==> config.mk <==
export PLATFORM = sky130hd
export DESIGN_NAME = bresenham_line_rasterizer
export DESIGN_NICKNAME = d
export VERILOG_FILES = /design/src/rtl/core/blr_pkg.sv /design/src/rtl/core/blr_front.sv /design/src/rtl/core/blr_queue.sv /design/src/rtl/core/blr_walker.sv /design/src/rtl/core/bresenham_line_rasterizer.sv
export SDC_FILE = /design/constraint.sdc
export NUM_CORES = 1
export LEC_CHECK = 0
export ABC_AREA = 1
export BUFFER_PORTS_ARGS = -buffer_cell sky130_fd_sc_hd__buf_4
export CAP_MARGIN = 25
export CORE_ASPECT_RATIO = 0.8
export CORE_MARGIN = 2
export CORE_UTILIZATION = 50
export CTS_BUF_LIST = sky130_fd_sc_hd__clkbuf_8
export CTS_CLUSTER_DIAMETER = 50
export DETAILED_ROUTE_END_ITERATION = 16
export PLACE_DENSITY = 0.77
export SKIP_LAST_GASP = 1
export SYNTH_ARGS = -nofsm -noshare
export SYNTH_HDL_FRONTEND = slang
export SYNTH_HIERARCHICAL = 1
export SYNTH_SLANG_ARGS = --single-unit
export TNS_END_PERCENT = 100
==> constraint.sdc <==
create_clock -name clk_i -period 5.65 [get_ports clk_i]
set_input_delay 0.2825 -clock clk_i [delete_from_list [all_inputs] [get_ports clk_i]]
set_output_delay 0.2825 -clock clk_i [all_outputs]
set_load 0.01 [all_outputs]
==> src/rtl/core/blr_pkg.sv <==
// ----------------------------------------------------------------------------
// blr_pkg
// Shared constants and codes for the Bresenham line rasterizer.
// ----------------------------------------------------------------------------
`default_nettype none

package blr_pkg;

  // default coordinate width
  localparam int COORD_BITS_DEF = 8;

  // color width (RGB565)
  localparam int COLOR_W = 16;

  // background color after reset
  localparam logic [COLOR_W-1:0] BG_RESET = 16'hFFFF;

  // every third point of a dotted line is a gap
  localparam logic [1:0] DOT_PERIOD = 2'd3;

  // depth of the command queue between front and walker
  localparam int QUEUE_DEPTH = 2;

  // operation codes of an input word
  typedef enum logic {
    OP_START = 1'b0,
    OP_STEP  = 1'b1
  } op_e;

endpackage

`default_nettype wire

==> src/rtl/core/blr_front.sv <==
// ----------------------------------------------------------------------------
// blr_front
// Accepts input words, decodes start versus step, and precomputes the line
// setup (deltas, directions, initial error) of a start word.
// ----------------------------------------------------------------------------
`default_nettype none

module blr_front #(
  parameter int C = blr_pkg::COORD_BITS_DEF
) (
  input  wire logic                         in_valid_i,
  output logic                              in_ready_o,
  input  wire logic                         operation_i,
  input  wire logic [C-1:0]                 x_start_i,
  input  wire logic [C-1:0]                 y_start_i,
  input  wire logic [C-1:0]                 x_end_i,
  input  wire logic [C-1:0]                 y_end_i,
  input  wire logic [blr_pkg::COLOR_W-1:0]  line_color_i,
  input  wire logic                         dotted_i,
  output logic                              q_push_o,
  input  wire logic                         q_ready_i,
  output logic [7*C+23:0]                   q_data_o
);

  typedef struct packed {
    blr_pkg::op_e                 op;
    logic [C-1:0]                 xs;
    logic [C-1:0]                 ys;
    logic [C-1:0]                 xe;
    logic [C-1:0]                 ye;
    logic [C-1:0]                 dx;
    logic [C:0]                   dyn;
    logic [C+2:0]                 err;
    logic                         x_neg;
    logic                         y_neg;
    logic [blr_pkg::COLOR_W-1:0]  color;
    logic                         dotted;
  } cmd_t;

  cmd_t         cmd;
  logic [C-1:0] dx;
  logic [C-1:0] dy_abs;
  logic [C:0]   dyn;

  // absolute deltas and negated y delta
  always_comb begin
    dx     = (x_end_i >= x_start_i) ? (x_end_i - x_start_i) : (x_start_i - x_end_i);
    dy_abs = (y_end_i >= y_start_i) ? (y_end_i - y_start_i) : (y_start_i - y_end_i);
    dyn    = (C+1)'(0) - {1'b0, dy_abs};
  end

  // build the command word
  always_comb begin
    cmd.op     = blr_pkg::op_e'(operation_i);
    cmd.xs     = x_start_i;
    cmd.ys     = y_start_i;
    cmd.xe     = x_end_i;
    cmd.ye     = y_end_i;
    cmd.dx     = dx;
    cmd.dyn    = dyn;
    cmd.err    = {3'b000, dx} + {{2{dyn[C]}}, dyn};
    cmd.x_neg  = !(x_start_i < x_end_i);
    cmd.y_neg  = !(y_start_i < y_end_i);
    cmd.color  = line_color_i;
    cmd.dotted = dotted_i;
  end

  assign in_ready_o = q_ready_i;
  assign q_push_o   = in_valid_i && q_ready_i;
  assign q_data_o   = cmd;

endmodule

`default_nettype wire

==> src/rtl/core/blr_queue.sv <==
// ----------------------------------------------------------------------------
// blr_queue
// Small FIFO of command words between the front and the walker.
// ----------------------------------------------------------------------------
`default_nettype none

module blr_queue #(
  parameter int W     = 80,
  parameter int DEPTH = blr_pkg::QUEUE_DEPTH
) (
  input  wire logic          clk_i,
  input  wire logic          rst_ni,
  input  wire logic          push_i,
  input  wire logic [W-1:0]  data_i,
  output logic               ready_o,
  input  wire logic          pop_i,
  output logic               valid_o,
  output logic [W-1:0]       data_o
);

  localparam int PW = (DEPTH > 1) ? $clog2(DEPTH) : 1;
  localparam int CW = $clog2(DEPTH + 1);

  logic [W-1:0]  mem_q [DEPTH];
  logic [PW-1:0] wr_ptr_q;
  logic [PW-1:0] rd_ptr_q;
  logic [CW-1:0] count_q;

  assign ready_o = count_q < CW'(DEPTH);
  assign valid_o = count_q != '0;
  assign data_o  = mem_q[rd_ptr_q];

  // store entries
  always_ff @(posedge clk_i) begin
    if (push_i) begin
      mem_q[wr_ptr_q] <= data_i;
    end
  end

  // advance pointers and occupancy
  always_ff @(posedge clk_i or negedge rst_ni) begin
    if (!rst_ni) begin
      wr_ptr_q <= '0;
      rd_ptr_q <= '0;
      count_q  <= '0;
    end else begin
      if (push_i) begin
        wr_ptr_q <= (wr_ptr_q == PW'(DEPTH - 1)) ? '0 : wr_ptr_q + PW'(1);
      end
      if (pop_i) begin
        rd_ptr_q <= (rd_ptr_q == PW'(DEPTH - 1)) ? '0 : rd_ptr_q + PW'(1);
      end
      if (push_i && !pop_i) begin
        count_q <= count_q + CW'(1);
      end else if (pop_i && !push_i) begin
        count_q <= count_q - CW'(1);
      end
    end
  end

endmodule

`default_nettype wire

==> src/rtl/core/blr_walker.sv <==
// ----------------------------------------------------------------------------
// blr_walker
// Executes queued commands: loads a line on start, walks one Bresenham step
// per step word and registers the current point, the one before the step.
// ----------------------------------------------------------------------------
`default_nettype none

module blr_walker #(
  parameter int C = blr_pkg::COORD_BITS_DEF
) (
  input  wire logic                         clk_i,
  input  wire logic                         rst_ni,
  input  wire logic                         cfg_valid_i,
  input  wire logic [blr_pkg::COLOR_W-1:0]  background_color_i,
  input  wire logic                         q_valid_i,
  input  wire logic [7*C+23:0]              q_data_i,
  output logic                              q_pop_o,
  output logic                              out_valid_o,
  input  wire logic                         out_ready_i,
  output logic [C-1:0]                      point_x_o,
  output logic [C-1:0]                      point_y_o,
  output logic [blr_pkg::COLOR_W-1:0]       point_color_o,
  output logic                              gap_o,
  output logic                              last_o
);

  typedef struct packed {
    blr_pkg::op_e                 op;
    logic [C-1:0]                 xs;
    logic [C-1:0]                 ys;
    logic [C-1:0]                 xe;
    logic [C-1:0]                 ye;
    logic [C-1:0]                 dx;
    logic [C:0]                   dyn;
    logic [C+2:0]                 err;
    logic                         x_neg;
    logic                         y_neg;
    logic [blr_pkg::COLOR_W-1:0]  color;
    logic                         dotted;
  } cmd_t;

  // line state
  logic [C-1:0]                 cur_x_q, cur_y_q, end_x_q, end_y_q;
  logic [C-1:0]                 dx_q;
  logic [C:0]                   dyn_q;
  logic signed [C+2:0]          err_q;
  logic                         x_neg_q, y_neg_q;
  logic [1:0]                   dot_cnt_q;
  logic [blr_pkg::COLOR_W-1:0]  color_q;
  logic                         dotted_q;
  logic                         active_q;
  logic [blr_pkg::COLOR_W-1:0]  bg_q;

  // output register
  logic                         out_valid_q;
  logic [C-1:0]                 pt_x_q, pt_y_q;
  logic [blr_pkg::COLOR_W-1:0]  pt_color_q;
  logic                         gap_q, last_q;

  // step datapath
  cmd_t                         cmd;
  logic                         is_start, out_free, pop, do_step;
  logic [1:0]                   dc_inc;
  logic                         gap;
  logic signed [C+3:0]          e2a, e2b, dyn_w, dx_w;
  logic signed [C+2:0]          err_x, err_y;
  logic [C-1:0]                 nx, ny;
  logic                         last;

  // decide whether the head command can retire this cycle
  always_comb begin
    cmd      = cmd_t'(q_data_i);
    is_start = cmd.op == blr_pkg::OP_START;
    out_free = !out_valid_q || out_ready_i;
    pop      = q_valid_i && (is_start || !active_q || out_free);
    do_step  = pop && !is_start && active_q;
  end

  // dotted-style gap and one Bresenham step
  always_comb begin
    dc_inc = dot_cnt_q + 2'd1;
    gap    = dotted_q && (dc_inc == blr_pkg::DOT_PERIOD);
    e2a    = {err_q, 1'b0};
    dyn_w  = {{3{dyn_q[C]}}, dyn_q};
    dx_w   = {4'b0000, dx_q};
    last   = 1'b0;
    err_x  = err_q;
    nx     = cur_x_q;
    ny     = cur_y_q;
    if (e2a >= dyn_w) begin
      if (cur_x_q == end_x_q) begin
        last = 1'b1;
      end else begin
        err_x = err_q + dyn_w[C+2:0];
        nx    = x_neg_q ? cur_x_q - C'(1) : cur_x_q + C'(1);
      end
    end
    e2b   = {err_x, 1'b0};
    err_y = err_x;
    if (!last && (e2b <= dx_w)) begin
      if (cur_y_q == end_y_q) begin
        last = 1'b1;
      end else begin
        err_y = err_x + dx_w[C+2:0];
        ny    = y_neg_q ? cur_y_q - C'(1) : cur_y_q + C'(1);
      end
    end
  end

  // hold line state, load on start, advance on step
  always_ff @(posedge clk_i or negedge rst_ni) begin
    if (!rst_ni) begin
      cur_x_q   <= '0;
      cur_y_q   <= '0;
      end_x_q   <= '0;
      end_y_q   <= '0;
      dx_q      <= '0;
      dyn_q     <= '0;
      err_q     <= '0;
      x_neg_q   <= 1'b0;
      y_neg_q   <= 1'b0;
      dot_cnt_q <= '0;
      color_q   <= '0;
      dotted_q  <= 1'b0;
      active_q  <= 1'b0;
    end else if (pop && is_start) begin
      cur_x_q   <= cmd.xs;
      cur_y_q   <= cmd.ys;
      end_x_q   <= cmd.xe;
      end_y_q   <= cmd.ye;
      dx_q      <= cmd.dx;
      dyn_q     <= cmd.dyn;
      err_q     <= cmd.err;
      x_neg_q   <= cmd.x_neg;
      y_neg_q   <= cmd.y_neg;
      dot_cnt_q <= '0;
      color_q   <= cmd.color;
      dotted_q  <= cmd.dotted;
      active_q  <= 1'b1;
    end else if (do_step) begin
      cur_x_q   <= nx;
      cur_y_q   <= ny;
      err_q     <= err_y;
      dot_cnt_q <= gap ? 2'd0 : dc_inc;
      active_q  <= !last;
    end
  end

  // background color register
  always_ff @(posedge clk_i or negedge rst_ni) begin
    if (!rst_ni) begin
      bg_q <= blr_pkg::BG_RESET;
    end else if (cfg_valid_i) begin
      bg_q <= background_color_i;
    end
  end

  // output valid: set on a step, drop once taken
  always_ff @(posedge clk_i or negedge rst_ni) begin
    if (!rst_ni) begin
      out_valid_q <= 1'b0;
    end else if (do_step) begin
      out_valid_q <= 1'b1;
    end else if (out_ready_i) begin
      out_valid_q <= 1'b0;
    end
  end

  // output payload
  always_ff @(posedge clk_i) begin
    if (do_step) begin
      pt_x_q     <= cur_x_q;
      pt_y_q     <= cur_y_q;
      pt_color_q <= gap ? bg_q : color_q;
      gap_q      <= gap;
      last_q     <= last;
    end
  end

  assign q_pop_o       = pop;
  assign out_valid_o   = out_valid_q;
  assign point_x_o     = pt_x_q;
  assign point_y_o     = pt_y_q;
  assign point_color_o = pt_color_q;
  assign gap_o         = gap_q;
  assign last_o        = last_q;

endmodule

`default_nettype wire

==> src/rtl/core/bresenham_line_rasterizer.sv <==
// ----------------------------------------------------------------------------
// bresenham_line_rasterizer
// Integer Bresenham line walker with an optional dotted style.
// ----------------------------------------------------------------------------
// A start word loads both endpoints, the line color and the dotted flag and
// gives no point; each following step word gives one point from the start to
// the end point, with last set on the end point. A step while no line is
// active is dropped. In dotted mode every third point is painted in the
// background color register. The block takes one word per clock and gives
// one point per clock while the output is not stalled; an accepted step word
// is written into the queue, and the walker then pops it and steps it into
// the output register.
// The walker's combinational error update sets the rate. A two-entry queue
// lets input continue while the output is stalled. The background color may
// be written only while no line is in progress; writes are always accepted.
// ----------------------------------------------------------------------------
`default_nettype none

module bresenham_line_rasterizer #(
  parameter int COORD_BITS = blr_pkg::COORD_BITS_DEF
) (
  input  wire logic                         clk_i,
  input  wire logic                         rst_ni,
  // configuration
  input  wire logic                         cfg_valid_i,
  output logic                              cfg_ready_o,
  input  wire logic [blr_pkg::COLOR_W-1:0]  background_color_i,
  // input words
  input  wire logic                         in_valid_i,
  output logic                              in_ready_o,
  input  wire logic                         operation_i,
  input  wire logic [COORD_BITS-1:0]        x_start_i,
  input  wire logic [COORD_BITS-1:0]        y_start_i,
  input  wire logic [COORD_BITS-1:0]        x_end_i,
  input  wire logic [COORD_BITS-1:0]        y_end_i,
  input  wire logic [blr_pkg::COLOR_W-1:0]  line_color_i,
  input  wire logic                         dotted_i,
  // output points
  output logic                              out_valid_o,
  input  wire logic                         out_ready_i,
  output logic [COORD_BITS-1:0]             point_x_o,
  output logic [COORD_BITS-1:0]             point_y_o,
  output logic [blr_pkg::COLOR_W-1:0]       point_color_o,
  output logic                              gap_o,
  output logic                              last_o
);

  localparam int CMD_W = 7 * COORD_BITS + 24;

  logic              q_push, q_ready, q_valid, q_pop;
  logic [CMD_W-1:0]  q_wdata, q_rdata;

  assign cfg_ready_o = 1'b1;

  // decode and set up lines
  blr_front #(
    .C (COORD_BITS)
  ) u_front (
    .in_valid_i   (in_valid_i),
    .in_ready_o   (in_ready_o),
    .operation_i  (operation_i),
    .x_start_i    (x_start_i),
    .y_start_i    (y_start_i),
    .x_end_i      (x_end_i),
    .y_end_i      (y_end_i),
    .line_color_i (line_color_i),
    .dotted_i     (dotted_i),
    .q_push_o     (q_push),
    .q_ready_i    (q_ready),
    .q_data_o     (q_wdata)
  );

  // decouple front from walker
  blr_queue #(
    .W     (CMD_W),
    .DEPTH (blr_pkg::QUEUE_DEPTH)
  ) u_queue (
    .clk_i   (clk_i),
    .rst_ni  (rst_ni),
    .push_i  (q_push),
    .data_i  (q_wdata),
    .ready_o (q_ready),
    .pop_i   (q_pop),
    .valid_o (q_valid),
    .data_o  (q_rdata)
  );

  // walk lines and emit points
  blr_walker #(
    .C (COORD_BITS)
  ) u_walker (
    .clk_i              (clk_i),
    .rst_ni             (rst_ni),
    .cfg_valid_i        (cfg_valid_i),
    .background_color_i (background_color_i),
    .q_valid_i          (q_valid),
    .q_data_i           (q_rdata),
    .q_pop_o            (q_pop),
    .out_valid_o        (out_valid_o),
    .out_ready_i        (out_ready_i),
    .point_x_o          (point_x_o),
    .point_y_o          (point_y_o),
    .point_color_o      (point_color_o),
    .gap_o              (gap_o),
    .last_o             (last_o)
  );

endmodule

`default_nettype wire

# Yosys cells after proc, flatten, opt, wreduce, memory -nomap -nowiden
# Memories as Yosys holds them, arrays and structs flattened.
# Index checks and enable logic that the tools add are counted.
[word_totals]
reg_bits = 137
latchBits = 0
mem_bits_rw = 160
mem_bits_ro = 0
in_bits = 71
n_memories = 1
[classes]
n_addsub = 17
multipliers = 0
n_div = 0
n_lt_le_gt_ge = 7
eq_ne = 5
shifts = 0
n_mux = 36
bitwise = 1
n_reduce_logical = 28
[mem_list]
columns = ["memory", "words", "word_bits", "read_ports", "rd_clocked_by_memory_dff", "write_ports", "line", "text"]
rows = [
  ["u_queue.mem_q", 2, 80, 1, 0, 1, "blr_queue.sv:24", "logic [W-1:0] mem_q [DEPTH];"],
]
[ops]
columns = ["cell", "n"]
rows = [
  ["two-way mux 8 bit", 12],
  ["two-way mux 11 bit", 6],
  ["subtractor 8 bit", 4],
  ["adder 8 x 1 -> 8 bit (second input constant)", 2],
  ["equality test 8 bit", 2],
  [">= comparator 8 bit", 2],
  ["less-than comparator 8 bit", 2],
  ["two-way mux 16 bit", 1],
  ["subtractor 8 x 1 -> 8 bit (second input constant)", 2],
  [">= comparator 12 x 9 -> 1 bit", 1],
  ["<= comparator 12 x 9 -> 1 bit", 1],
  ["two-way mux 1 bit", 12],
  ["nonzero test 2 bit", 6],
  ["adder 11 bit", 1],
  ["adder 11 x 8 -> 11 bit", 1],
  ["adder 9 x 9 -> 10 bit", 1],
  ["two-way mux 2 bit", 5],
  ["logical AND 1 bit", 9],
  ["subtractor 1 x 8 -> 9 bit (first input constant)", 1],
  ["logical NOT 1 bit", 8],
  ["AND reduction 3 bit", 2],
  ["adder 2 x 1 -> 2 bit (second input constant)", 2],
  ["inequality test 2 bit (second input constant)", 2],
  ["logical OR 1 bit", 3],
  ["other kinds (5)", 6],
]

# Logic depth before layout (Yosys ltp)
# Gate-level depths: netlist of the first run.
[depth]
ltp_word = 9
ltp_mapped = 30
ltp_nobuf = 30

# Modules after synthesis
# The synthesis of the first run kept the hierarchy.
[by_module_without_submodules]
columns = ["mod", "n_inst", "cells_each", "area_per_inst_um2", "seq_area_each_um2"]
rows = [
  ["blr_walker", 1, 922, 7627.3, 3518.4],
  ["blr_queue", 1, 273, 6376.1, 4904.7],
  ["blr_front", 1, 432, 2645.0, 0.0],
  ["bresenham_line_rasterizer", 1, 2, 11.3, 0.0],
]

# Worst setup path after synthesis of the first run
# OpenSTA, ideal clock, no wires.
[synth_timing]
path_kind = "reg2reg"
start = "reg u_queue.count_q[1]"
end = "mem u_queue.mem_q[0][0], enable pin"
setup_ns = 0.521
arrival_ns = 4.015
setup_slack_ns = 1.115
path_stages_with_launch = 6
n_path_buf = 0
synth_period_minus_slack_ns = 4.535
cell_sequence = "dfrtp_1 > inv_1 > nand2_1 > inv_1 > inv_1 > nor2_1"
[synth_between]
elab_chain_cells = 4
[synth_rtl]
columns = ["item", "line", "text"]
rows = [
  ["start: declaration", "blr_queue.sv:27", "logic [CW-1:0] count_q;"],
  ["start signal: assignment", "blr_queue.sv:54", "count_q <= count_q + CW'(1);"],
  ["start signal: assignment", "blr_queue.sv:56", "count_q <= count_q - CW'(1);"],
  ["less-than comparator 2 bit", "blr_queue.sv:29", "assign ready_o = count_q < CW'(DEPTH);"],
  ["via q_ready", "bresenham_line_rasterizer.sv:50", "logic q_push, q_ready, q_valid, q_pop;"],
  ["logical AND 1 bit", "blr_front.sv:69", "assign q_push_o = in_valid_i && q_ready_i;"],
  ["via q_push", "bresenham_line_rasterizer.sv:50", ""],
  ["two-way mux 1 bit", "blr_queue.sv:35", "if (push_i) begin"],
  ["two-way mux 1 bit (not written as such)", "blr_queue.sv:36", "mem_q[wr_ptr_q] <= data_i;"],
  ["end: declaration", "blr_queue.sv:24", ""],
]
# The timed path passes the listed nets, and every way through them passes these cells.

# Worst setup path after layout of the first run
[layout_timing]
start = "reg u_walker.dyn_q[8]"
end = "reg u_walker.err_q[8]"
[layout_between]
elab_chain_cells = 8
[layout_rtl]
columns = ["item", "line", "text"]
rows = [
  ["start: declaration", "blr_walker.sv:45", "logic [C:0] dyn_q;"],
  ["start signal: assignment", "blr_walker.sv:132", "dyn_q <= cmd.dyn;"],
  ["adder 11 bit", "blr_walker.sv:94", "err_x = err_q + dyn_w[C+2:0];"],
  ["two-way mux 11 bit", "blr_walker.sv:91", "if (cur_x_q == end_x_q) begin"],
  ["two-way mux 11 bit", "blr_walker.sv:90", "if (e2a >= dyn_w) begin"],
  ["adder 11 x 8 -> 11 bit / <= comparator 12 x 9 -> 1 bit (equally long branches)", "blr_walker.sv:104, blr_walker.sv:100", ""],
  ["two-way mux 11 bit / logical AND 1 bit (equally long branches)", "blr_walker.sv:101, blr_walker.sv:100", ""],
  ["two-way mux 11 bit *", "blr_walker.sv:100", "if (!last && (e2b <= dx_w)) begin"],
  ["two-way mux 11 bit *", "blr_walker.sv:140", "end else if (do_step) begin"],
  ["two-way mux 11 bit *", "blr_walker.sv:126", "end else if (pop && is_start) begin"],
  ["end signal: assignment", "blr_walker.sv:133", "err_q <= cmd.err;"],
  ["end signal: assignment", "blr_walker.sv:143", "err_q <= err_y;"],
  ["end: declaration", "blr_walker.sv:46", "logic signed [C+2:0] err_q;"],
]
# Every way passes the cells marked *; elsewhere a longest branch is shown, timed or not. The select of a mux whose other input is x is not followed.
# A chain may end at the register's enable or synchronous reset.

==> results of run 1 <==
==> state kept, by name, summed over array words and instances (netlist names), 9 cells and up <==
| name | count |
|---|---|
| u_walker/bg_q | 16 |
| u_walker/color_q | 16 |
| u_walker/dyn_q | 9 |
| u_walker/point_color_o | 16 |
| u_queue/mem_q | 160 |
| u_walker/err_q | 11 |
==> power by group through the flow <==
stage               logic [mW]  registers [mW]  clock network, mW
finish                    6.55            3.69               1.77
global route              7.34            3.76               1.92
CTS                       6.51            3.68               1.81
detailed placement        6.42            3.72                  0
global placement          6.21            3.68                  0
floorplan                 5.06            3.63                  0
==> timing repair <==
item | CTS | global route
endpoints found under the hold margin | 156 | 0
buffers inserted | 0 | 0
hold buffers | 68 | 0
gates resized for setup | 0 | 0
==> logic make-up (layout without fill, tap and decap cells) <==
kind of cell    after synthesis  count (layout)
simple gates                621             621
flops                       297             297
buf+inv                     293             470
compound gates              172             172
fa+ha+maj                   100             100
mux                          87              87
xor+xnor                     58              58
other cells                   1               1
==> stage by stage <==
step	instances	worst slack, ns	util, %
6_report	2233	1.536	58.09
5_1_grt	2233	1.213	58.09
4_1_cts	2232	1.531	58.01
3_5_place_dp	2078	1.563	53.14
3_3_place_gp	2077	1.596	53.08
2_1_floorplan	1629	1.115	-
==> cells in the mapped netlist (21+ instances only) <==
cell,instances,share of area (%)
nand2_1,428,9.6
nor2_1,65,1.5
mux2_4,79,7.1
clkbuf_1,21,0.47
xnor2_1,23,1.2
nand3_1,60,1.8
buf_4,54,2.4
a21oi_1,53,1.6
ha_1,91,6.8
o21ai_0,72,2.2
inv_1,188,4.2
edfxtp_1,194,35
xor2_1,35,1.8
nand2_2,21,0.79
dfrtp_1,87,13
==> metal layers <==
metal / part of all wire [%] / track usage (%) / wire length, um
met1: 48 / 30.20 / 17270
met2: 45 / 33.63 / 16320
met3: 6.0 / 3.620 / 2194
met4: 1.5 / 5.255 / 546
met5: 0 / 0 / 0
==> layout make-up <==
type / count / area share (%)
sequential: 297 / 44.36
multi-input combinational: 1039 / 35.72
timing repair buffer: 185 / 8.378
inverter: 199 / 3.939
clock buffer: 52 / 3.767
tap: 427 / 2.812
clock inverter: 34 / 1.021
==> worst max path at each step <==
stage	to	start	depth (start not counted)
floorplan	u_queue/mem_q[0][0]$_DFFE_PP_	u_queue/count_q[1]$_DFFE_PN0P_	5
global placement	u_walker/err_q[8]$_DFFE_PN0P_	u_walker/dyn_q[8]$_DFFE_PN0P_	24
detailed placement	u_walker/err_q[8]$_DFFE_PN0P_	u_walker/dyn_q[8]$_DFFE_PN0P_	24
CTS	u_walker/err_q[8]$_DFFE_PN0P_	u_walker/dyn_q[8]$_DFFE_PN0P_	24
global route	u_walker/err_q[8]$_DFFE_PN0P_	u_walker/dyn_q[8]$_DFFE_PN0P_	24
finish	u_walker/err_q[8]$_DFFE_PN0P_	u_walker/dyn_q[8]$_DFFE_PN0P_	24
==> critical path, delay by kind of cell, from the launching register on <==
kind | cells | cell delay, ns
compound gates | 6 | 0.87
fa+ha+maj | 3 | 0.86
xor+xnor | 1 | 0.19
flops | 1 | 0.40
mux | 1 | 0.15
simple gates | 10 | 1.21
buf+inv | 3 | 0.31
==> impl_metrics.toml, run 1 <==
[drt]
route.detailed.drc = 0
ant_nets = 0
routed_wl_mm = 36.34
drt_iter0_drc = 868
dr_total_vias = 11600
wl_per_cell_um = 16.27
drt_pass1_iterations = 5
via_per_inst = 5.193

[synth]
synth_mux_area_share_pct = 7.608
synth_compound_area_share_pct = 5.866
synth_edf_count = 194
synth_cell_types = 58
synth_top_family_by_area = "simple AND/OR/NAND/NOR gates"
ys_warn_count = 6
yosys.area_share.simple_pct = 16.18
ys.flop_type = "edfxtp_1"
syn-cell-area_um2 = 16660
synth_xor_xnor_area_share_pct = 3.049
yosys_register_bits = 297
synthAdderAreaFrac_pct = 7.916
synthCells = 1629
syn_nets = 1800
synthArstFlopShare_pct = 34.68
synth.avg_cell_area_um2 = 10.23
yosysSeqAreaShare_pct = 50.56

[timing]
fmax_mhz = 243.0
tns_ns = 0
period_needed_ns = 4.114
finalSetupViolations = 0
slew_viol_final = 0
skew_ns = 0.01684
hold_viol = 0
whs_ns = 0.08110
rsz0062_at_grt = "no"
worstMarginPinSlew_ns = 0.9533
relSlewSlack_pct = 36.29
post-route-period-util_pct = 72.82

[setup_path]
crit_type = "register to register"
reg2reg_depth = 24
critPathMaxFanout = 12
startpoint_type = "register"
max_stage_delay_ns = 0.40
reg2reg_to = "u_walker/err_q[8]$_DFFE_PN0P_"
reg2reg_from = "u_walker/dyn_q[8]$_DFFE_PN0P_"
required_ns = 6.11
cp_cell_sequence = "inv_1 > ha_1 > a21o_1 > nor2_1 > nand4_2 > nand2_4 > nand2_4 > mux2i_1 > inv_1 > ha_1 > inv_1 > fa_1 > nand3b_1 > nand2_1 > a21oi_1 > o21ai_0 > a21oi_1 > xor2_1 > nand2_1 > o21ai_1 > nand2_1 > o211ai_1 > nand2_1 > nand2_1"
cp_slowest_cell = "dfrtp_1"
cpMostUsedCell = "nand2_1"
cp-end-kind = "register"
arrival_ns = 4.57
r2r_slack_ns = 1.54

[power]
p_total_mw = 12.00
intPower_mw = 6.768
p_leak_nw = 8.900
ir_drop_uv = 351.9
seq_power_share_pct = 30.7
combPwrFrac_pct = 54.6
p_per_area_nw_per_um2 = 631.9
p_sw_mw = 5.235
power.share.clock_pct = 14.7
swShare_pct = 43.61

[floorplan]
io-pin-count = 108
start_util_pct = 50.94
die_h_um = 167.3
num_rows = 59
die_area_um2 = 34800
core_um2 = 32700
die_x_um = 208.1

[placed_design]
io_buffers = 106
dp_hpwl_mm = 25.51
gp_congestion = 0.8772
placed_cell_area_um2 = 17380

[worst_hold_path]
min_from = "cfg_valid_i"
hold_path_class = "input pin to register"
holdPathEnd = "u_walker/bg_q[11]$_DFFE_PN1P_"
hold_depth = 3

[final_layout]
antenna_cells = 0
area_growth_pct = 14.03
final_cell_mix = "nand2_1 (428), inv_1 (208), edfxtp_1 (194)"
fillers = 2682
nets = 1939
final_common_cell = "nand2_1"
multi_input_area_um2 = 6787
final_area_um2 = 19000
drive_above_1_share_pct = 19.16
ff_latch_area_um2 = 8427

[clock_network]
clkTransAtPathRegs_ns = 0.07
cts_buffer_depth = 3
htreeDepth = 2
cts_tree = "done"
clock-sinks = 297
insertion_delay_ns = 0.57
root_buffer = "clkbuf_8"
numCtsBuffers = 46

[grt]
grt_pass1_wl_mm = 58.91
antenna_found_initial = 0
grt-ovfl-total = 0
grt_usage_pct = 21.11
grt_pass1_vias = 11320
grt_max_degree = 67

[run_status]
outcome = "complete, no violations"

[flow_run]
cap_violations = 0
(Power assumes the default switching activity.)
==> run 2: changes to the inputs <==
--- a/config.mk
+++ b/config.mk
@@ -5,7 +5,7 @@
 export SDC_FILE = /design/constraint.sdc
 export NUM_CORES = 1
 export LEC_CHECK = 0
-export ABC_AREA = 1
+export ABC_AREA = 0
 export BUFFER_PORTS_ARGS = -buffer_cell sky130_fd_sc_hd__buf_4
 export CAP_MARGIN = 25
 export CORE_ASPECT_RATIO = 0.8
@@ -14,7 +14,7 @@
 export CTS_BUF_LIST = sky130_fd_sc_hd__clkbuf_8
 export CTS_CLUSTER_DIAMETER = 50
 export DETAILED_ROUTE_END_ITERATION = 16
-export PLACE_DENSITY = 0.77
+export PLACE_DENSITY = 0.79
 export SKIP_LAST_GASP = 1
 export SYNTH_ARGS = -nofsm -noshare
 export SYNTH_HDL_FRONTEND = slang
==> constraint.sdc (replaced) <==
create_clock -name clk_i -period 3.5 [get_ports clk_i]
set_input_delay 0.175 -clock clk_i [delete_from_list [all_inputs] [get_ports clk_i]]
set_output_delay 0.175 -clock clk_i [all_outputs]
set_load 0.01 [all_outputs]
==> run 2 against run 1 <==
  * Clock-buffer cell count shrank 3
  * Utilization grew 5.4 points
  * Sequential share of layout area shrank 3.5 points
  * Wire length grew 17%
  * Power grew 87%
  * Clock skew grew 0.0011 ns
  * Critical path type unchanged
  * Synthesized cell count shrank 17%
  * Die area shrank 1.1%
  * The run now ends with setup timing left
  * Global-route usage grew 3.7 points
  * Worst setup slack lost 1.8 ns
  * Cell area grew 8.6%
  * Register-to-register slack lost 1.8 ns
  * Largest power group unchanged
==> impl_metrics.toml, run 2 <==
[run_status]
outcome = "complete, but fails checks"
violations = "setup timing"

[floorplan]
die_h_um = 166.4
die_area_um2 = 34430
die_x_um = 206.9
core_um2 = 32480
start_util_pct = 50.72
io-pin-count = 108
num_rows = 59

[drt]
wl_per_cell_um = 19.92
drt_iter0_drc = 1012
via_per_inst = 5.558
route.detailed.drc = 0
drt_pass1_iterations = 5
ant_nets = 0
routed_wl_mm = 42.54
dr_total_vias = 11870

[synth]
syn_nets = 1524
synthArstFlopShare_pct = 34.68
ys_warn_count = 6
yosysMostFrequentCell = "edfxtp_1"
synth_top_cell_area_share_pct = 35.36
yosys.area.top_type = "edfxtp_1"
ys.flop_type = "edfxtp_1"
synth.avg_cell_area_um2 = 12.18
ys_top_cells_by_area = "edfxtp_1 (35%), dfrtp_1 (13%), mux2_4 (7.2%)"
yosys_register_bits = 297
syn-cell-area_um2 = 16470
synth_edf_count = 194
yosysSeqAreaShare_pct = 51.13
synth_common_cells = "edfxtp_1 (194), nand2_1 (168), ha_1 (91), dfrtp_1 (87), inv_1 (82)"
synth_cell_types = 93
synthCells = 1353

[setup_path]
r2r_slack_ns = -0.31
arrival_ns = 4.26
cp_slowest_cell = "a211o_1"
critPathMaxFanout = 7
cp_cell_sequence = "inv_2 > ha_4 > a211oi_2 > nand2_1 > a211o_1 > a21oi_4 > buf_6 > nor2_4 > mux2_4 > ha_4 > nand4_1 > o22ai_2 > o2111ai_4 > a2bb2oi_4 > or3_1 > a31o_1"
cpMostUsedCell = "ha_4"
reg2reg_to = "u_walker/err_q[0]$_DFFE_PN0P_"
cp-end-kind = "register"
crit_type = "register to register"
startpoint_type = "register"
reg2reg_from = "u_walker/dyn_q[2]$_DFFE_PN0P_"
required_ns = 3.96
max_stage_delay_ns = 0.39
reg2reg_depth = 16

[final_layout]
multi_input_area_um2 = 7515
nets = 1842
ff_latch_area_um2 = 8427
antenna_cells = 0
regMostFlops = "u_queue/mem_q"
final_area_um2 = 20620
final_common_cell = "buf_4"
largest_reg_flops = 160
area_growth_pct = 25.19
fillers = 2404
final_cell_mix = "buf_4 (291), edfxtp_1 (194), nand2_1 (167)"
drive_above_1_share_pct = 35.46

[power]
intPower_mw = 13.10
swShare_pct = 41.52
p_sw_mw = 9.302
ir_drop_uv = 628.5
p_per_area_nw_per_um2 = 1086
power.share.clock_pct = 12.4
p_leak_nw = 8.994
combPwrFrac_pct = 61.4
seq_power_share_pct = 26.2

[timing]
slew_viol_final = 0
rsz0062_at_grt = "yes"
hold_viol = 0
finalSetupViolations = 21
post-route-period-util_pct = 108.7
skew_ns = 0.01790
period_needed_ns = 3.806
fmax_mhz = 262.8
worstMarginPinSlew_ns = 1.057
relSlewSlack_pct = 29.56
fin_ws_ns = -0.3058

[flow_run]
cap_violations = 0

[clock_network]
root_buffer = "clkbuf_8"
clock-sinks = 297
htreeDepth = 2
cts_tree = "done"
numCtsBuffers = 49
insertion_delay_ns = 0.58
clkTransAtPathRegs_ns = 0.06
cts_buffer_depth = 3

[worst_hold_path]
min_from = "in_valid_i"
hold_depth = 3
holdPathEnd = "u_queue/wr_ptr_q$_DFFE_PN0P_"
hold_path_class = "input pin to register"

[grt]
grt-ovfl-total = 0
grt_usage_pct = 24.81
antenna_found_initial = 0
grt_max_degree = 81
grt_pass1_vias = 12060
grt_pass1_wl_mm = 66.55

[placed_design]
placed_cell_area_um2 = 18660
dp_hpwl_mm = 29.16
gp_congestion = 0.9186
pre_cts_slack_ns = -0.4042
io_buffers = 106
run 2: cell count changes after synthesis, sizes merged, moves of 20 or more:
cell / change
o21ai: -35
xnor2: +20
inv: -117
nand3: -45
nand2: -287
mux2: +39
nor2: -28
run 2: layout make-up:
class	count	share of cell area [%]
flip-flops and latches	297	40.86
multi-input cells	876	36.44
repair buffers	365	14.35
clock buffers	49	3.270
well taps	427	2.590
inverters	82	1.492
clock inverters	40	1.007
run 2: worst max-delay path: cells and delay by family (launching register included):
kind | cells | cell delay, ns
compound gates | 7 | 1.61
simple gates | 4 | 0.67
fa+ha+maj | 2 | 0.49
flops | 1 | 0.38
mux | 1 | 0.33
buf+inv | 2 | 0.20
run 2: how the worst max path moves through the flow:
stage	startpoint	end	slack, ns
floorplan	u_walker/dyn_q[8]$_DFFE_PN0P_	u_walker/err_q[9]$_DFFE_PN0P_	-0.24
global placement	u_walker/err_q[0]$_DFFE_PN0P_	u_walker/err_q[4]$_DFFE_PN0P_	-0.29
detailed placement	u_walker/err_q[0]$_DFFE_PN0P_	u_walker/err_q[4]$_DFFE_PN0P_	-0.40
CTS	u_walker/dyn_q[8]$_DFFE_PN0P_	u_walker/err_q[10]$_DFFE_PN0P_	-0.22
global route	u_walker/dyn_q[2]$_DFFE_PN0P_	u_walker/err_q[0]$_DFFE_PN0P_	-0.48
finish	u_walker/dyn_q[2]$_DFFE_PN0P_	u_walker/err_q[0]$_DFFE_PN0P_	-0.31
run 2: cells by family (layout without fill, tap and decap cells):
logic type	Yosys count	after routing	synth area share, %
DFF	297	297	51.13
xor gates and xnor gates	62	62	3.296
other	1	1	0.02276
and+or+nand+nor	336	336	9.691
buffers and inverters	180	536	6.311
adders and majority gates	100	100	8.005
AOI/OAI and AO/OA	247	247	10.92
muxes	130	130	10.63
run 2: metal layers:
| layer | vias to the layer above | track usage [%] | part of all wire, % |
|---|---|---|---|
| met1 | 5877 | 37.16 | 45 |
| met4 | 0 | 6.075 | 1.6 |
| li1 | 5478 | - | - |
| met3 | 52 | 4.415 | 8.3 |
| met2 | 465 | 37.43 | 45 |
| met5 | - | 0 | 0 |
run 2: power groups by stage:
stage	Clock (mW)	Combinational (mW)	Sequential [mW]
after global routing	2.99	14.8	5.96
after CTS	2.82	13.1	5.83
after global placement	0	12.1	5.82
after floorplan	0	8.51	5.82
after detailed placement	0	12.4	5.88
final	2.78	13.8	5.87
run 2: metrics by stage:
| step | utilization, % | hold WS (ns) | setup TNS [ns] | total power [mW] | std cells |
|---|---|---|---|---|---|
| 2_1_floorplan | - | -0.1206 | -1.694 | 14.33 | 1353 |
| 3_3_place_gp | 57.45 | 0.2666 | -6.029 | 17.96 | 1963 |
| 3_5_place_dp | 57.45 | 0.2720 | -8.774 | 18.24 | 1963 |
| 4_1_cts | 62.80 | 0.005982 | -2.995 | 21.70 | 2130 |
| 5_1_grt | 63.50 | 0.02961 | -8.585 | 23.73 | 2136 |
| 6_report | 63.50 | 0.02822 | -4.726 | 22.40 | 2136 |
run 2: timing repair:
item                                    in CTS  in global routing
resized for setup                           22                 30
endpoints found under the hold margin      163                  0
endpoints found under the setup margin      21                 29
hold buffers                                68                  0
pin swaps                                   31                 16
buffers inserted                            10                  6
==> run 3: changes to the inputs <==
==> constraint.sdc (replaced) <==
create_clock -name clk_i -period 3.5 [get_ports clk_i]
set_input_delay 0 -clock clk_i [delete_from_list [all_inputs] [get_ports clk_i]]
set_output_delay 0 -clock clk_i [all_outputs]
set_load 0.01 [all_outputs]
==> run 3 against run 2 <==
  * The flow still finishes with violations (setup timing)
  * Combinational power is essentially flat
  * Global-route usage is 0.34 points higher
  * Via count is 1.5% higher
  * Final cell count up 0.37%
  * Critical path type unchanged
  * Critical endpoint is now u_walker/err_q[7]$_DFFE_PN0P_
==> impl_metrics.toml, run 3 (synthesis results as in run 2) <==
[setup_path]
required_ns = 3.93
crit_type = "register to register"
arrival_ns = 4.26
startpoint_type = "register"
critPathMaxFanout = 9
cp-end-kind = "register"
r2r_slack_ns = -0.33

[grt]
antenna_found_initial = 1
grt_usage_pct = 25.15
grt-ovfl-total = 0
grt_max_degree = 81
grt_pass1_wl_mm = 67.39
grt_pass1_vias = 12160

[run_status]
outcome = "complete, but fails checks"
violations = "setup timing"

[clock_network]
clock-sinks = 297
cts_tree = "done"
root_buffer = "clkbuf_8"
htreeDepth = 2
insertion_delay_ns = 0.58
clkTransAtPathRegs_ns = 0.06
numCtsBuffers = 51
cts_buffer_depth = 3

[timing]
worstMarginPinSlew_ns = 1.001
fin_ws_ns = -0.3299
rsz0062_at_grt = "yes"
skew_ns = 0.02747
period_needed_ns = 3.830
hold_viol = 0
whs_ns = 0.02194
finalSetupViolations = 21
relSlewSlack_pct = 33.30
slew_viol_final = 0
post-route-period-util_pct = 109.4
tns_ns = -5.136
fmax_mhz = 261.1

[worst_hold_path]
hold_path_class = "input pin to asynchronous set/reset pin"

[final_layout]
regMostFlops = "u_queue/mem_q"
area_growth_pct = 26.38
largest_reg_flops = 160
fillers = 2372
final_area_um2 = 20820
final_common_cell = "buf_4"
drive_above_1_share_pct = 35.26
nets = 1844
final_cell_mix = "buf_4 (270), edfxtp_1 (194), nand2_1 (167)"

[drt]
drt-met1-wl_mm = 19.70
routed_wl_mm = 43.80
via_per_inst = 5.618
met3_length_mm = 3.495
ant_nets = 0
top_layer = "met4"
dr_total_vias = 12050
drt_pass1_iterations = 7
route.detailed.drc = 0
wl_per_cell_um = 20.43
drt_iter0_drc = 1075
met2_wirelength_mm = 19.77

[power]
p_per_area_nw_per_um2 = 1110
p_total_mw = 23.11
p_leak_nw = 9.067
ir_drop_uv = 851.9

[placed_design]
gp_congestion = 0.9298
pre_cts_slack_ns = -0.3632
io_buffers = 106
placed_cell_area_um2 = 18340
dp_hpwl_mm = 28.53

[floorplan]
die_area_um2 = 34430
num_rows = 59
die_h_um = 166.4
io-pin-count = 108
core_um2 = 32480
start_util_pct = 50.72
die_x_um = 206.9

[flow_run]
cap_violations = 0
## run 3: cell types whose count changed in the layout (fill, tap and decap cells not counted), moves of 3 or more
cell           previous run  this run
buf_4                   291       270
dlygate4sd3_1            68        85
clkbuf_8                 49        64
clkinv_1                  7         0
inv_1                   100        93
clkinv_2                  3         7
buf_6                     3         6
nor3_1                   14        17
nor3_2                    4         1
## run 3: power breakdown
group | internal (mW) | switching, mW | total (mW) | leakage [nW]
clock | 1.74 | 1.46 | 3.20 | 0.615
combinational | 6.63 | 7.39 | 14.0 | 5.44
sequential | 5.18 | 0.701 | 5.89 | 3.01
total | 13.6 | 9.55 | 23.1 | 9.07
## run 3: path summary, 6_finish.rpt
kind,from,to,cells past startpoint
setup / recovery,u_walker/dyn_q[5]$_DFFE_PN0P_,u_walker/err_q[7]$_DFFE_PN0P_,18
hold / removal,rst_ni,u_queue/wr_ptr_q$_DFFE_PN0P_,2
setup reg to reg,u_walker/dyn_q[5]$_DFFE_PN0P_,u_walker/err_q[7]$_DFFE_PN0P_,18
hold reg to reg,u_walker/color_q[6]$_DFFE_PN0P_,u_walker/color_q[6]$_DFFE_PN0P_,2
max in group asynchronous,rst_ni,u_walker/bg_q[0]$_DFFE_PN1P_,3
min in group clk_i,y_end_i[6],u_queue/mem_q[0][17]$_DFFE_PP_,5
## run 3: worst max-delay path, cell delays in order, from the launching register on
cell	delay [ns]
dfrtp_1	0.39
inv_2	0.09
ha_4	0.21
a211oi_2	0.24
nor2_2	0.09
a211o_1	0.33
a21oi_4	0.22
nor2_4	0.09
mux2_4	0.32
ha_4	0.27
nand4_1	0.15
a21oi_2	0.15
o22ai_2	0.13
a21oi_2	0.14
o21ai_2	0.10
o2bb2ai_4	0.20
buf_12	0.20
a211oi_2	0.26
nor3_1	0.10
## run 3: timing repair
action,4_1_cts,5_1_grt
setup endpoints to repair,21,31
buffers inserted,11,18
hold endpoints to repair,184,2
resized for setup,28,40
hold buffers,85,1
gates cloned,1,0
pin swaps,31,40
## run 3: stage by stage
stage	cells	utilization, %
6_report	2144	64.10
5_1_grt	2144	64.10
4_1_cts	2125	63.09
3_5_place_dp	1932	56.47
3_3_place_gp	1932	56.47
2_1_floorplan	1353	-
## run 3: area by class of cell
cell class | instances | area [um^2] | area share (%)
timing repair buffer | 365 | 3003 | 14.42
multi-input combinational | 876 | 7481 | 35.93
tap | 427 | 534.3 | 2.566
antenna | 1 | 2.502 | 0.01202
inverter | 82 | 307.8 | 1.478
sequential | 297 | 8427 | 40.47
clock inverter | 32 | 183.9 | 0.8834
clock buffer | 64 | 880.8 | 4.231
## run 3: metal layers
metal  vias up  GRT usage (%)
met3        85          4.219
li1       5494              -
met1      5920          37.84
met2       547          37.88
met4         0          6.383
met5         -              0
